**src/hdl/lmt_pkg.sv**
```systemverilog
// Shared constants and types for the lambda maximal segment tangent block.
// No dependencies; imported by every other module in hdl/.
package lmt_pkg;

  localparam int MAX_POINTS = 64;
  localparam int IDX_W      = $clog2(MAX_POINTS);
  localparam int CNT_W      = IDX_W + 1;
  localparam int ANG_W      = 16;
  localparam int WSUM_W     = 23;
  localparam int ASUM_W     = 38;
  localparam int DVD_W      = 53;
  localparam int DVS_W      = 36;
  localparam int QUO_W      = 17;
  localparam int QCNT_W     = 5;

  typedef struct packed {
    logic [IDX_W-1:0]        idx;
    logic                    seg_ok;
    logic [IDX_W-1:0]        seg_end;
    logic signed [ANG_W-1:0] angle;
    logic                    fin;
  } pt_rec_t;

endpackage

```
**src/hdl/lmt_queue.sv**
```systemverilog
// Two-entry queue of point requests between front and back end.
// Depends on lmt_pkg.
module lmt_queue (
  input  logic             clk_i,
  input  logic             rst_ni,
  input  logic             push_i,
  input  lmt_pkg::pt_rec_t rec_i,
  output logic             full_o,
  input  logic             pop_i,
  output lmt_pkg::pt_rec_t rec_o,
  output logic             empty_o
);
  import lmt_pkg::*;

  pt_rec_t    ent_q [2];
  logic       wp_q, rp_q;
  logic [1:0] cnt_q;

  assign full_o  = (cnt_q == 2'd2);
  assign empty_o = (cnt_q == 2'd0);
  assign rec_o   = ent_q[rp_q];

  always_ff @(posedge clk_i) begin
    if (push_i) begin
      ent_q[wp_q] <= rec_i;
    end
  end

  always_ff @(posedge clk_i or negedge rst_ni) begin
    if (!rst_ni) begin
      wp_q  <= 1'b0;
      rp_q  <= 1'b0;
      cnt_q <= '0;
    end else begin
      if (push_i) wp_q <= ~wp_q;
      if (pop_i)  rp_q <= ~rp_q;
      cnt_q <= cnt_q + {1'b0, push_i} - {1'b0, pop_i};
    end
  end

endmodule

```
**config.mk**
```make
export PLATFORM = sky130hd
export DESIGN_NAME = lmt_queue
export DESIGN_NICKNAME = d
export VERILOG_FILES = /design/src/hdl/lmt_pkg.sv /design/src/hdl/lmt_queue.sv
export SDC_FILE = /design/constraint.sdc
export NUM_CORES = 1
export LEC_CHECK = 0
export ABC_AREA = 1
export ABC_CLOCK_PERIOD_IN_PS = 2370
export BUFFER_PORTS_ARGS = -buffer_cell sky130_fd_sc_hd__buf_2
export CORE_MARGIN = 2
export CORE_UTILIZATION = 52
export DETAILED_ROUTE_END_ITERATION = 8
export PLACE_DENSITY = 0.79
export REMOVE_ABC_BUFFERS = 1
export SYNTH_ARGS = -nofsm -noshare
export SYNTH_HDL_FRONTEND = slang
export SYNTH_SLANG_ARGS = --single-unit
```
**constraint.sdc**
```tcl
create_clock -name clk_i -period 2.37 [get_ports clk_i]
set_input_delay 0.237 -clock clk_i [delete_from_list [all_inputs] [get_ports clk_i]]
set_output_delay 0.237 -clock clk_i [all_outputs]
set_load 0.05 [all_outputs]
```
; ---- Word level (Yosys, flattened, before mapping)
; Memory sizes are Yosys's and may differ from the RTL's.
; Cells that the tools add are included.
[word_totals]
ff_bits = 4
mem_bits_rw = 60
out_inout_bits = 32
wordCells = 12
n_memories = 1
[classes]
n_addsub = 2
n_eq_ne = 1
muxes = 2
bitwise = 2
reduce_logical = 1
[mem_list]
columns = memory, words, width, read_ports, rd_clocked_by_memory_dff, wr, line
row1 = ent_q, 2, 30, 1, 0, 1, lmt_queue.sv:15  ; pt_rec_t ent_q [2];
[op_table]
columns = cell, n
row1 = $add 2x1->2, 1
row2 = $eq 2x2->1 const B, 1
row3 = $logic_not 2->1, 1
row4 = $mux 1, 2
row5 = $not 1->1, 2
row6 = $sub 2x1->2, 1

; ---- Depth between registers and ports, before layout
[logic_depth]
ltp_word = 2
depth_mapped = 7
ltp_nobuf = 7

; ---- Worst setup path before layout
; OpenSTA, ideal clock, no wires.
[synth_timing]
kind = register to register
start = register wp_q
end = memory ent_q[0][0] in the netlist's numbering, enable pin
setup_time_ns = 0.418
arrival_ns = 1.682
t_required_ns = 1.952
slack_ns = 0.270
path_stages_with_launch = 2
n_path_buf = 0
synth_period_minus_slack_ns = 2.100
cell_sequence = dfrtp_1 -> nor2_1
[synth_lines]
columns = element, line
row1 = "start, declared", lmt_queue.sv:16  ; logic wp_q, rp_q;
row2 = "start signal, assigned", lmt_queue.sv:35  ; if (push_i) wp_q <= ~wp_q;
row3 = "end, declared", lmt_queue.sv:15
; No word-level cell before the write port.

==> impl_results.md <==
* Type of element launching the critical path: flop
* Post-layout net count at 291
* Vias/cell at 4.51
* Via count at 1,474
* Area leader, netlist: edfxtp_1
* Total power at between 4000 and 5000 µW
* Fin cells at 327
* Setup CP Type: reg2out
* Compound-Gate Fraction of Synth Area at 9.39%
* Num CTS Buffers at 9
* Most numerous cell in the Yosys netlist: edfxtp_1
* Hold path depth at 1
* GP Congestion at 0.579
* Clk buf depth at 2
* Hpwl dp at ~2.6 mm
* Final setup viols at 0
* Post-synth cell types at 12
* Syn_area_per_cell at 14.1 µm²
* # IOs at 66
* Final period util at 85.3%
* Pins Over Slew Limit at 0
* Chip width at 74.1 µm
* Vias in the first global route at 1,373
* VDD IR max at 0.000891 V
* Hold_ws at between 90 and 100 ps
* Mapped Cells at 182
* Post-route setup slack at 348 ps
* Maximum clock rate at around 500 MHz
* CTS tree: yes
* Initial core utilization at approximately 54%
* Die area at 5500 µm²
* Cell Area, Synth at 2560 µm²
* Cells on worst reg2reg path at 3
* Drt initial violations at 61
* Worst Hold Class: in2reg
* Unrepaired setup endpoints after global routing: false
* Seq/Total Area, Yosys at 74.4%
* Clock latency reported for the late side of the worst-skew pair at 320 ps
* Pre-CTS worst setup slack at about 670 ps
* Total gr overflow at 0
* PD cells at around 1400 nW/µm²
* Largest cells by area after synthesis: edfxtp_1 70%, o21ai_2 8.2%, inv_1 5.4%, nand2_1 5.3%, dfrtp_1 3.9%
* EDFF count, synth at 60
* Xor and xnor area share after synthesis at less than 1%
* DRC at 0
* First-pass GRT wire length at roughly 6 mm
* Commonest cells in the netlist: 60 x edfxtp_1, 37 x inv_1, 36 x nand2_1, 24 x o21ai_2
* Post-DR wirelength/cell at 11.6 µm
* Maxcap violations at 0
* Port Buffer Count at 65
* Worst slew pin tran at 578 ps
* Crit end category: primary output
* Clock sink count at 64
* Antenna viol nets, final at 0
* Final hold violations at 0
* Maximum level of the CTS H-tree at 3
* CTS root buffer: clkbuf_8
* Status: finished clean
* Final clock skew at around 4.5 ps
* Max-slew headroom at 61.4%
* Std-Cell Core Area at 4720 µm²
* Worst Path Max Fanout at 33
* Static Leak at between 0.001 and 0.0015 µW
* FF+latch count, synth at 64
* Synth Flop Type: edfxtp_1
* Die H at 74.1 µm
* Yosys warns at 0
* FFs w/ async S/R, synth at between 6 and 7%
* Synth-to-Final Area Change at 21.2%
* FP Rows at 25
* Critical Path RT at 2130 ps
* Gr usage total at ~16%
* Critical path arrival at 1790 ps
* Area fraction of the dominant cell type after synthesis at 70.5%
* Simple logic cell fraction of the synthesized area at 5.92%
* Dpl cells at 310
* Fin crit period at 2020 ps
* Largest net degree at the start of global routing at 34
* Final Core Density at 65.6%
* Share of cells above drive strength 1 at 40.8%
* Post-synthesis mux area share at 0%
* Largest family of logic cells by synthesized area: compound AO/OA/AOI/OAI gates
* First-pass iteration count of the detailed router at 4
* Clk pin slew, worst setup/hold paths at 70 ps
* Adder-cell share of the synthesized area at 0.978%
* Diodes inserted at 0
* Initial antenna violation count at 0
* Final wirelength at 3.80 mm
power breakdown:
| group | switching [µW] | internal (µW) | total [µW] |
|---|---|---|---|
| logic | 1520 | 461 | 1980 |
| registers | 151 | 1510 | 1660 |
| clock network | 387 | 366 | 753 |
layout by cell type, fill, tap and decap left out, drive strengths merged:
| cell | synthesis | routed |
|---|---|---|
| nor2 | 3 | 3 |
| o21ai | 30 | 30 |
| clkbuf | 0 | 9 |
| dfrtp | 4 | 4 |
| inv | 37 | 37 |
| ha | 2 | 2 |
| nand2 | 36 | 36 |
| nand3 | 1 | 1 |
| edfxtp | 60 | 60 |
| xor2 | 2 | 2 |
| dlygate4sd3 | 0 | 1 |
| clkinvlp | 0 | 2 |
| buf | 7 | 68 |
| clkinv | 0 | 5 |
path summary, 6_finish.rpt:
| kind | start | to | slack, ps |
|---|---|---|---|
| max | rp_q | rec_o[3] | 350 |
| min | rec_i[13] | ent_q[1][13] | 100 |
| max reg2reg | wp_q | ent_q[1][20] | 1110 |
| min reg2reg | wp_q | wp_q | 550 |
| max in group asynchronous | rst_ni | rp_q | 1990 |
| min in group asynchronous | rst_ni | cnt_q[0] | 250 |
metal layers:
layer	part of all wire, %	vias to the layer above	track usage [%]
li1	-	756	-
met3	5.4	2	6.37
met2	52	38	25.7
met4	0.58	0	6.67
met5	0	-	0
met1	42	678	18.0
critical path, cell delays in order (launching register included):
cell     delay [ps]
dfrtp_2         740
buf_12          280
nand2_1          90
o21ai_2          60
buf_2           270
state kept, by name (all words and copies together) (netlist names):
signal  flops
cnt_q       2
ent_q      60
rp_q        1
wp_q        1
final cells by class:
cell class                 instances  area (µm²)
sequential                        64        1900
fill                             350        1620
multi-input combinational         74         442
timing repair buffer              69         370
inverter                          37         139
clock buffer                       9         124
tap                               67        83.8
clock inverter                     7        38.8
what timing repair did:
action	CTS	global route
setup buffers	0	0
endpoints found under the hold margin	4	0
hold buffers	1	0
resized for setup	0	0
kinds of logic after synthesis:
| group | after synthesis |
|---|---|
| flip-flops | 64 |
| AND/OR/NAND/NOR | 40 |
| adder cells (fa/ha/maj) | 2 |
| XOR/XNOR | 2 |
| AO/OA/AOI/OAI | 30 |
| buffers and inverters | 44 |
metrics by stage:
step | instance area (µm²) | TNS, ps
final | 3100 | 0
after global routing | 3100 | 0
after floorplan | 2470 | -1020
after global placement | 2930 | 0
after detailed placement | 2930 | 0
after CTS | 3100 | 0
No activity file was read; power rests on OpenSTA's default activity.
