===== config.mk =====
export PLATFORM = sky130hd
export DESIGN_NAME = lmt_front
export DESIGN_NICKNAME = d
export VERILOG_FILES = /design/src/hdl/lmt_pkg.sv /design/src/hdl/lmt_front.sv
export SDC_FILE = /design/constraint.sdc
export NUM_CORES = 1
export LEC_CHECK = 0
export BUFFER_PORTS_ARGS = -buffer_cell sky130_fd_sc_hd__clkbuf_2
export CAP_MARGIN = 20
export CORE_ASPECT_RATIO = 1.4
export CORE_MARGIN = 1.5
export CORE_UTILIZATION = 37
export DETAILED_ROUTE_END_ITERATION = 8
export PLACE_DENSITY = 0.79
export RECOVER_POWER = 50
export SKIP_CTS_REPAIR_TIMING = 1
export SLEW_MARGIN = 5
export SYNTH_ARGS = -nofsm -noshare
export SYNTH_HDL_FRONTEND = slang
export SYNTH_SLANG_ARGS = --single-unit

===== constraint.sdc =====
create_clock -name clk_i -period 1.6 [get_ports clk_i]
set_input_delay 0.08 -clock clk_i [delete_from_list [all_inputs] [get_ports clk_i]]
set_output_delay 0.08 -clock clk_i [all_outputs]
set_load 0.1 [all_outputs]

===== src/hdl/lmt_pkg.sv =====
// Shared constants and types for the lambda maximal segment tangent block.
// No dependencies; imported by every other module in hdl/.
package lmt_pkg;

  localparam int MAX_POINTS = 64;
  localparam int IDX_W      = $clog2(MAX_POINTS);
  localparam int CNT_W      = IDX_W + 1;
  localparam int ANG_W      = 16;
  localparam int WSUM_W     = 23;
  localparam int ASUM_W     = 38;
  localparam int DVD_W      = 53;
  localparam int DVS_W      = 36;
  localparam int QUO_W      = 17;
  localparam int QCNT_W     = 5;

  typedef struct packed {
    logic [IDX_W-1:0]        idx;
    logic                    seg_ok;
    logic [IDX_W-1:0]        seg_end;
    logic signed [ANG_W-1:0] angle;
    logic                    fin;
  } pt_rec_t;

endpackage


===== src/hdl/lmt_front.sv =====
// Front end: accepts curve points, numbers them and classifies segments.
// Depends on lmt_pkg; feeds lmt_queue.
module lmt_front (
  input  logic                 clk_i,
  input  logic                 rst_ni,
  input  logic                 in_valid_i,
  output logic                 in_stall_o,
  input  logic                 has_segment_i,
  input  logic [5:0]           segment_end_i,
  input  logic signed [15:0]   segment_angle_i,
  input  logic                 last_i,
  input  logic                 q_full_i,
  output logic                 q_push_o,
  output lmt_pkg::pt_rec_t     q_rec_o
);
  import lmt_pkg::*;

  logic [IDX_W-1:0] idx_q, idx_d;
  logic             fin;

  assign in_stall_o = q_full_i;
  assign q_push_o   = in_valid_i && !q_full_i;
  assign fin        = last_i || (idx_q == IDX_W'(MAX_POINTS - 1));

  always_comb begin
    q_rec_o.idx     = idx_q;
    q_rec_o.seg_ok  = has_segment_i && (segment_end_i > idx_q);
    q_rec_o.seg_end = segment_end_i;
    q_rec_o.angle   = segment_angle_i;
    q_rec_o.fin     = fin;
    idx_d           = idx_q;
    if (q_push_o) begin
      idx_d = fin ? '0 : idx_q + 1'b1;
    end
  end

  always_ff @(posedge clk_i or negedge rst_ni) begin
    if (!rst_ni) begin
      idx_q <= '0;
    end else begin
      idx_q <= idx_d;
    end
  end

endmodule


Word-level counts from Yosys, hierarchy flattened
Index checks and enable logic that the tools add are counted.

Register bits: 6. Input port bits: 28. Word-level logic and storage cells: 9.

Add/subtract/negate cells: 1. Magnitude comparators: 1. Eq/ne operators: 1. Muxes and demuxes: 1. Reductions and logical operators: 4.

Operators by type and width (number): 6-bit by 1-bit adder with 6-bit output (second input constant) (1); 6-bit equality test (second input constant) (1); 6-bit > comparator (1); 6-bit two-way mux (1); 1-bit logical AND (2); 1-bit zero test (1); 1-bit logical OR (1).

Depth between registers and ports, before layout
Gate-level depths: netlist of the first run.

Depth in word-level cells: 3. Gate-level depth with buffers: 5. Depth with buffers taken out: 5.

Worst setup path after synthesis of the first run
Ideal clock, no wire load.

Path kind: reg2out. From: register idx_q[2]. To: output port q_rec_o[23] (netlist name). Arrival: 2.487 ns. Slack: -0.967 ns. Cell stages (with the launch flop): 6. Path buffers: 0. Path through: dfrtp_1 -> inv_1 -> ha_1 -> nand4_1 -> a21oi_1 -> o31a_1.

RTL lines: start: declaration (line lmt_front.sv:18) `logic [IDX_W-1:0] idx_q, idx_d;`; start signal: assignment (line lmt_front.sv:41) `idx_q <= idx_d;`; end: declaration (line lmt_front.sv:14) `output lmt_pkg::pt_rec_t q_rec_o`.

==> results of run 1 <==
==> layout by cell type (no fill, tap or decap) <==
| cell | instances |
|---|---|
| dlygate4sd3_1 | 1 |
| nand3_1 | 3 |
| nand2b_1 | 3 |
| mux2i_1 | 1 |
| clkbuf_1 | 1 |
| a2bb2oi_1 | 1 |
| a31oi_1 | 1 |
| clkbuf_2 | 24 |
| buf_12 | 2 |
| nor3b_1 | 1 |
| buf_4 | 10 |
| o211ai_2 | 1 |
| and2b_2 | 1 |
| a21oi_2 | 1 |
| clkbuf_4 | 3 |
| inv_1 | 4 |
| nand2_1 | 5 |
| dfrtp_4 | 6 |
| inv_2 | 3 |
| o21ai_0 | 5 |
| o21bai_1 | 1 |
| o31ai_1 | 1 |
| ha_4 | 3 |
| nand4_1 | 1 |
| buf_6 | 1 |
| o21a_1 | 1 |
| o22ai_1 | 2 |
| ha_1 | 4 |
| inv_4 | 1 |
| o31a_4 | 1 |
| or3b_4 | 1 |
| or4_4 | 1 |
| a21boi_0 | 1 |
| a21oi_1 | 2 |
| nand4b_1 | 1 |
==> kinds of logic (layout without fill, tap and decap cells) <==
group | after synthesis | after routing | synth area share, %
buf+inv | 32 | 50 | 30.8
fa+ha+maj | 7 | 7 | 12.8
mux | 1 | 1 | 1.47
flops | 6 | 6 | 22.0
compound gates | 18 | 18 | 17.4
simple gates | 17 | 17 | 15.6
==> through the flow <==
stage          area, um^2  TNS [ns]  utilization [%]  hold WS (ns)  total power, mW
3_3_place_gp          769         0             43.8       -0.0850            0.817
4_1_cts               792    -0.398             45.1        -0.345            0.972
5_1_grt               886    -0.288             50.4        0.0736             1.09
2_1_floorplan         714    -0.108                -        -0.216            0.873
3_5_place_dp          769  -0.00450             43.8       -0.0805            0.827
6_report              886    -0.212             50.4        0.0789             1.03
==> how the worst max path moves through the flow <==
stage	endpoint	slack, ns
2_1_floorplan	q_rec_o[23]	-0.11
5_1_grt	q_rec_o[23]	-0.28
3_3_place_gp	q_rec_o[23]	0.06
6_report	q_rec_o[23]	-0.21
3_5_place_dp	q_rec_o[23]	-0.004
4_1_cts	q_rec_o[23]	-0.28
==> worst max-delay path: stages, from the launching register on <==
cell and delay, ns:
dfrtp_4 0.50, inv_4 0.07, ha_4 0.19, nand4_1 0.15, a21oi_2 0.06, o31a_4 0.34
buf_12 0.17
==> report_power, final <==
group / internal [mW] / total, mW / switching [mW] / leakage [nW]
Combinational: 0.190 / 0.658 / 0.468 / 0.333
Clock: 0.0853 / 0.146 / 0.0612 / 0.0138
Sequential: 0.195 / 0.223 / 0.0287 / 0.0657
Total: 0.469 / 1.03 / 0.558 / 0.412
==> cell type report <==
cell class,count,area share (%)
timing repair buffer,39,29.4
sequential,6,19.5
multi-input combinational,43,42.1
tap,20,2.82
inverter,8,3.67
clock buffer,3,2.54
==> routing by layer <==
metal | vias to the layer above | global-route usage (%) | part of all wire (%)
met5 | - | 0 | 0
met4 | 0 | 18.4 | 5.9
met3 | 10 | 2.89 | 6.7
met2 | 39 | 28.9 | 54
met1 | 313 | 13.7 | 33
li1 | 301 | - | -
==> impl_metrics.py, run 1 <==
metrics = {
    "run_status": {
        "outcome": "finished with violations",
        "violations": "setup timing",
    },
    "synth": {
        "synth_ff_type": "dfrtp_1",
        "synth_nets": 116,
        "synth_edf_count": 0,
        "syn_area_per_cell_um2": 8.43,
        "synth.cell_area_um2": 683,
        "yosys_warnings": 0,
        "yosys_register_bits": 6,
        "synth.area.top_cells": "buf_4 (26%), dfrtp_1 (22%), ha_1 (13%), inv_1 (3.8%), o21ai_0 (3.7%)",
        "post-synth-top-count-cell": "buf_4",
        "synth_commonest_cells": "buf_4 (24), ha_1 (7), inv_1 (7), dfrtp_1 (6)",
        "ys_seq_area_share_pct": 22.0,
        "post-synth-top-area-fraction_pct": 26.4,
        "synth_top_area_cell": "buf_4",
        "synth_cells": 81,
        "postSynth.asyncResetShare_pct": 100,
        "ys_types": 26,
    },
    "worst_setup_path": {
        "worstPathRequired_ns": 1.52,
        "critPathArrivalTime_ns": 1.73,
        "worstPathMaxFanout": 5,
        "r2r-start": "idx_q[1]$_DFFE_PN0P_",
        "cp-start-kind": "flip-flop",
        "crit_path_end_kind": "output pin",
        "crit_type": "reg2out",
        "r2r_slack_ns": 0.15,
        "rr_endpoint": "idx_q[0]$_DFFE_PN0P_",
        "crit_start": "idx_q[5]$_DFFE_PN0P_",
        "worst_r2r_path_depth": 7,
    },
    "power_and_ir_drop": {
        "leakage_nw": 0.412,
        "p_per_area_nw_per_um2": 1160,
        "ir_worst_vdd_mv": 0.360,
    },
    "cts": {
        "cts_tree": "built",
        "cts_root_buffer": "clkbuf_4",
        "cts_made_buffers": 3,
        "clock_path_buffers": 2,
        "h-tree-depth": 1,
        "insertion_delay_ns": 0.26,
        "path_clk_slew_ns": 0.05,
        "numClockSinks": 6,
    },
    "placement": {
        "place.gp.congestion": 0.762,
        "io_buffers": 27,
        "post-place-ws_ns": -0.00450,
        "dp_hpwl_um": 1180,
        "dp_cells": 110,
    },
    "finish": {
        "largest_reg_flops": 6,
        "stdcell_count": 119,
        "n_fill_cell": 171,
        "seq_area_um2": 173,
        "drive_above_1_share_pct": 59.6,
        "multi_input_area_um2": 373,
        "top_regs": "idx_q x6",
        "area_growth_pct": 29.7,
        "fin_nets": 136,
        "n_antenna_cell": 0,
        "regMostFlops": "idx_q",
    },
    "global_routing": {
        "grtUsageTotal_pct": 16.4,
        "grt_max_degree": 9,
        "grt_pass1_wl_um": 2230,
        "antenna_found_initial": 0,
        "grt_overflow": 0,
        "grt_pass1_vias": 576,
    },
    "sta": {
        "worst_slack_ns": -0.212,
        "worst_pin_slew_ns": 0.546,
        "rsz0062_at_grt": "yes",
        "maxSlewHeadroom_pct": 63.8,
        "fmax_mhz": 552,
        "hold_viol": 0,
        "fin_crit_sh_pct": 113,
        "setup-violations-final": 1,
        "fin_skew_ns": 0.00801,
        "fin_crit_ns": 1.81,
        "drv_slew": 0,
    },
    "flow_run": {
        "max-cap-violations": 0,
    },
    "routing": {
        "wl_per_cell_um": 13.9,
        "finalWirelength_um": 1660,
        "ant_nets": 0,
        "drcViolationCount": 0,
        "dr.pass1.iters": 5,
        "drt-initial-drc-count": 14,
        "via_count": 663,
        "vias_per_cell": 5.57,
    },
    "min_path": {
        "whs_endpoint": "idx_q[2]$_DFFE_PN0P_",
        "min_path_type": "in2reg",
        "min-delay-start": "last_i",
        "hold_path_depth": 2,
    },
    "die": {
        "io_pins": 60,
        "core.rowCount": 18,
        "start_util_pct": 38.9,
        "fp.dieH_um": 53.8,
        "die-width_um": 39.3,
        "die_area_um2": 2120,
        "core_area_um2": 1760,
    },
}
(Power assumes the default switching activity.)
==> run 2: changes to the inputs <==
Settings changed: CORE_ASPECT_RATIO 1.4 to unset, CORE_UTILIZATION 37 to 38, CTS_BUF_LIST set to sky130_fd_sc_hd__clkbuf_4 sky130_fd_sc_hd__clkbuf_8, PLACE_DENSITY 0.79 to 0.88.
==> run 2 against run 1 <==
  * The run still ends with setup timing left
  * Maximum frequency rose by 0.95%
  * Sequential share of layout area fell by 0.43 points
  * Critical path depth did not move
  * Hold slack improved by 0.029 ns
  * Clock power fell by 5%
==> impl_metrics.py, run 2 (synthesis gave the netlist of run 1 again) <==
metrics = {
    "cts": {
        "numClockSinks": 6,
        "clock_path_buffers": 2,
        "h-tree-depth": 1,
        "cts_made_buffers": 3,
        "insertion_delay_ns": 0.24,
        "cts_root_buffer": "clkbuf_4",
        "path_clk_slew_ns": 0.05,
        "cts_tree": "built",
    },
    "finish": {
        "post-route-util_pct": 53.0,
        "final_common_cell": "clkbuf_2",
        "area_growth_pct": 32.6,
        "final_cell_mix": "clkbuf_2 (24), buf_4 (7), dfrtp_4 (6)",
        "n_antenna_cell": 0,
        "drive_above_1_share_pct": 65.3,
        "regMostFlops": "idx_q",
        "fin_nets": 132,
        "largest_reg_flops": 6,
        "top_regs": "idx_q x6",
        "design_area_um2": 906,
    },
    "die": {
        "die-width_um": 45.4,
        "start_util_pct": 40.0,
        "die_area_um2": 2060,
        "core_area_um2": 1710,
        "fp.dieH_um": 45.4,
        "core.rowCount": 15,
        "io_pins": 60,
    },
    "global_routing": {
        "grt_pass1_vias": 542,
        "antenna_found_initial": 0,
        "grt_pass1_wl_um": 2240,
        "grtUsageTotal_pct": 15.7,
        "grt_max_degree": 9,
        "grt_overflow": 0,
    },
    "min_path": {
        "hold_path_depth": 2,
        "min_path_type": "in2reg",
    },
    "sta": {
        "fin_crit_sh_pct": 112,
        "rsz0062_at_grt": "yes",
        "fmax_mhz": 557,
        "fin_crit_ns": 1.79,
        "hold_ws_ns": 0.108,
        "setup-violations-final": 2,
        "worst_slack_ns": -0.195,
        "drv_slew": 0,
        "maxSlewHeadroom_pct": 63.9,
        "fin_skew_ns": 0.00649,
        "hold_viol": 0,
        "worst_pin_slew_ns": 0.544,
    },
    "power_and_ir_drop": {
        "power_mw": 1.06,
        "ir_worst_vdd_mv": 0.527,
        "leakage_nw": 0.398,
        "p_per_area_nw_per_um2": 1170,
    },
    "placement": {
        "place.gp.congestion": 0.774,
        "post-place-ws_ns": -0.00875,
        "io_buffers": 27,
        "dp_hpwl_um": 1190,
        "place_area_um2": 753,
    },
    "routing": {
        "ant_nets": 0,
        "drt-initial-drc-count": 22,
        "finalWirelength_um": 1700,
        "dr.pass1.iters": 4,
        "vias_per_cell": 5.08,
        "drcViolationCount": 0,
        "via_count": 609,
        "wl_per_cell_um": 14.2,
    },
    "flow_run": {
        "max-cap-violations": 0,
    },
    "worst_setup_path": {
        "critPathArrivalTime_ns": 1.71,
        "worstPathMaxFanout": 3,
        "crit_path_end_kind": "output pin",
        "worstPathRequired_ns": 1.52,
        "crit_type": "reg2out",
        "cp-start-kind": "flip-flop",
        "worst_r2r_path_depth": 4,
    },
    "run_status": {
        "violations": "setup timing",
        "outcome": "finished with violations",
    },
}
## run 2: cell count changes in the layout (fill, tap and decap cells not counted), sizes merged
cell and delta:
buf -4
## run 2: routing by layer
layer / global-route usage (%) / up-vias / routed length (um)
met5: 0 / - / 0
met4: 12.9 / 0 / 20
met3: 1.19 / 2 / 129
met2: 29.9 / 44 / 925
met1: 14.8 / 277 / 623
li1: - / 286 / -
## run 2: report_power, final
| part | switching, mW | internal, mW |
|---|---|---|
| Combinational | 0.483 | 0.205 |
| Sequential | 0.0366 | 0.195 |
| Clock | 0.0530 | 0.0847 |
| Total | 0.573 | 0.485 |
## run 2: per-stage QoR
stage | TNS, ns | std cells
floorplan | -0.108 | 81
global placement | 0 | 112
detailed placement | -0.00875 | 112
CTS | -0.415 | 115
global route | -0.332 | 120
finish | -0.228 | 120
## run 2: worst paths after layout
kind	startpoint	end	slack (ns)
setup / recovery	idx_q[5]$_DFFE_PN0P_	q_rec_o[23]	-0.19
hold / removal	last_i	idx_q[2]$_DFFE_PN0P_	0.11
hold reg to reg	idx_q[0]$_DFFE_PN0P_	idx_q[0]$_DFFE_PN0P_	0.64
setup reg to reg	idx_q[2]$_DFFE_PN0P_	idx_q[5]$_DFFE_PN0P_	0.18
min in group asynchronous	rst_ni	idx_q[5]$_DFFE_PN0P_	0.25
max in group asynchronous	rst_ni	idx_q[2]$_DFFE_PN0P_	1.07
## run 2: final cells by class
| cell class | count | area, um^2 |
|---|---|---|
| well taps | 25 | 31.3 |
| inverters | 8 | 40.0 |
| multi-input cells | 43 | 413 |
| clock buffers | 3 | 22.5 |
| fillers | 145 | 802 |
| flip-flops and latches | 6 | 173 |
| repair buffers | 35 | 226 |
## run 2: worst max-delay path: stages (launching register included)
cell and delay (ns):
dfrtp_4 0.49, inv_4 0.07, ha_4 0.19, nand4_1 0.13, a21oi_2 0.05, o31a_4 0.36, buf_12 0.17
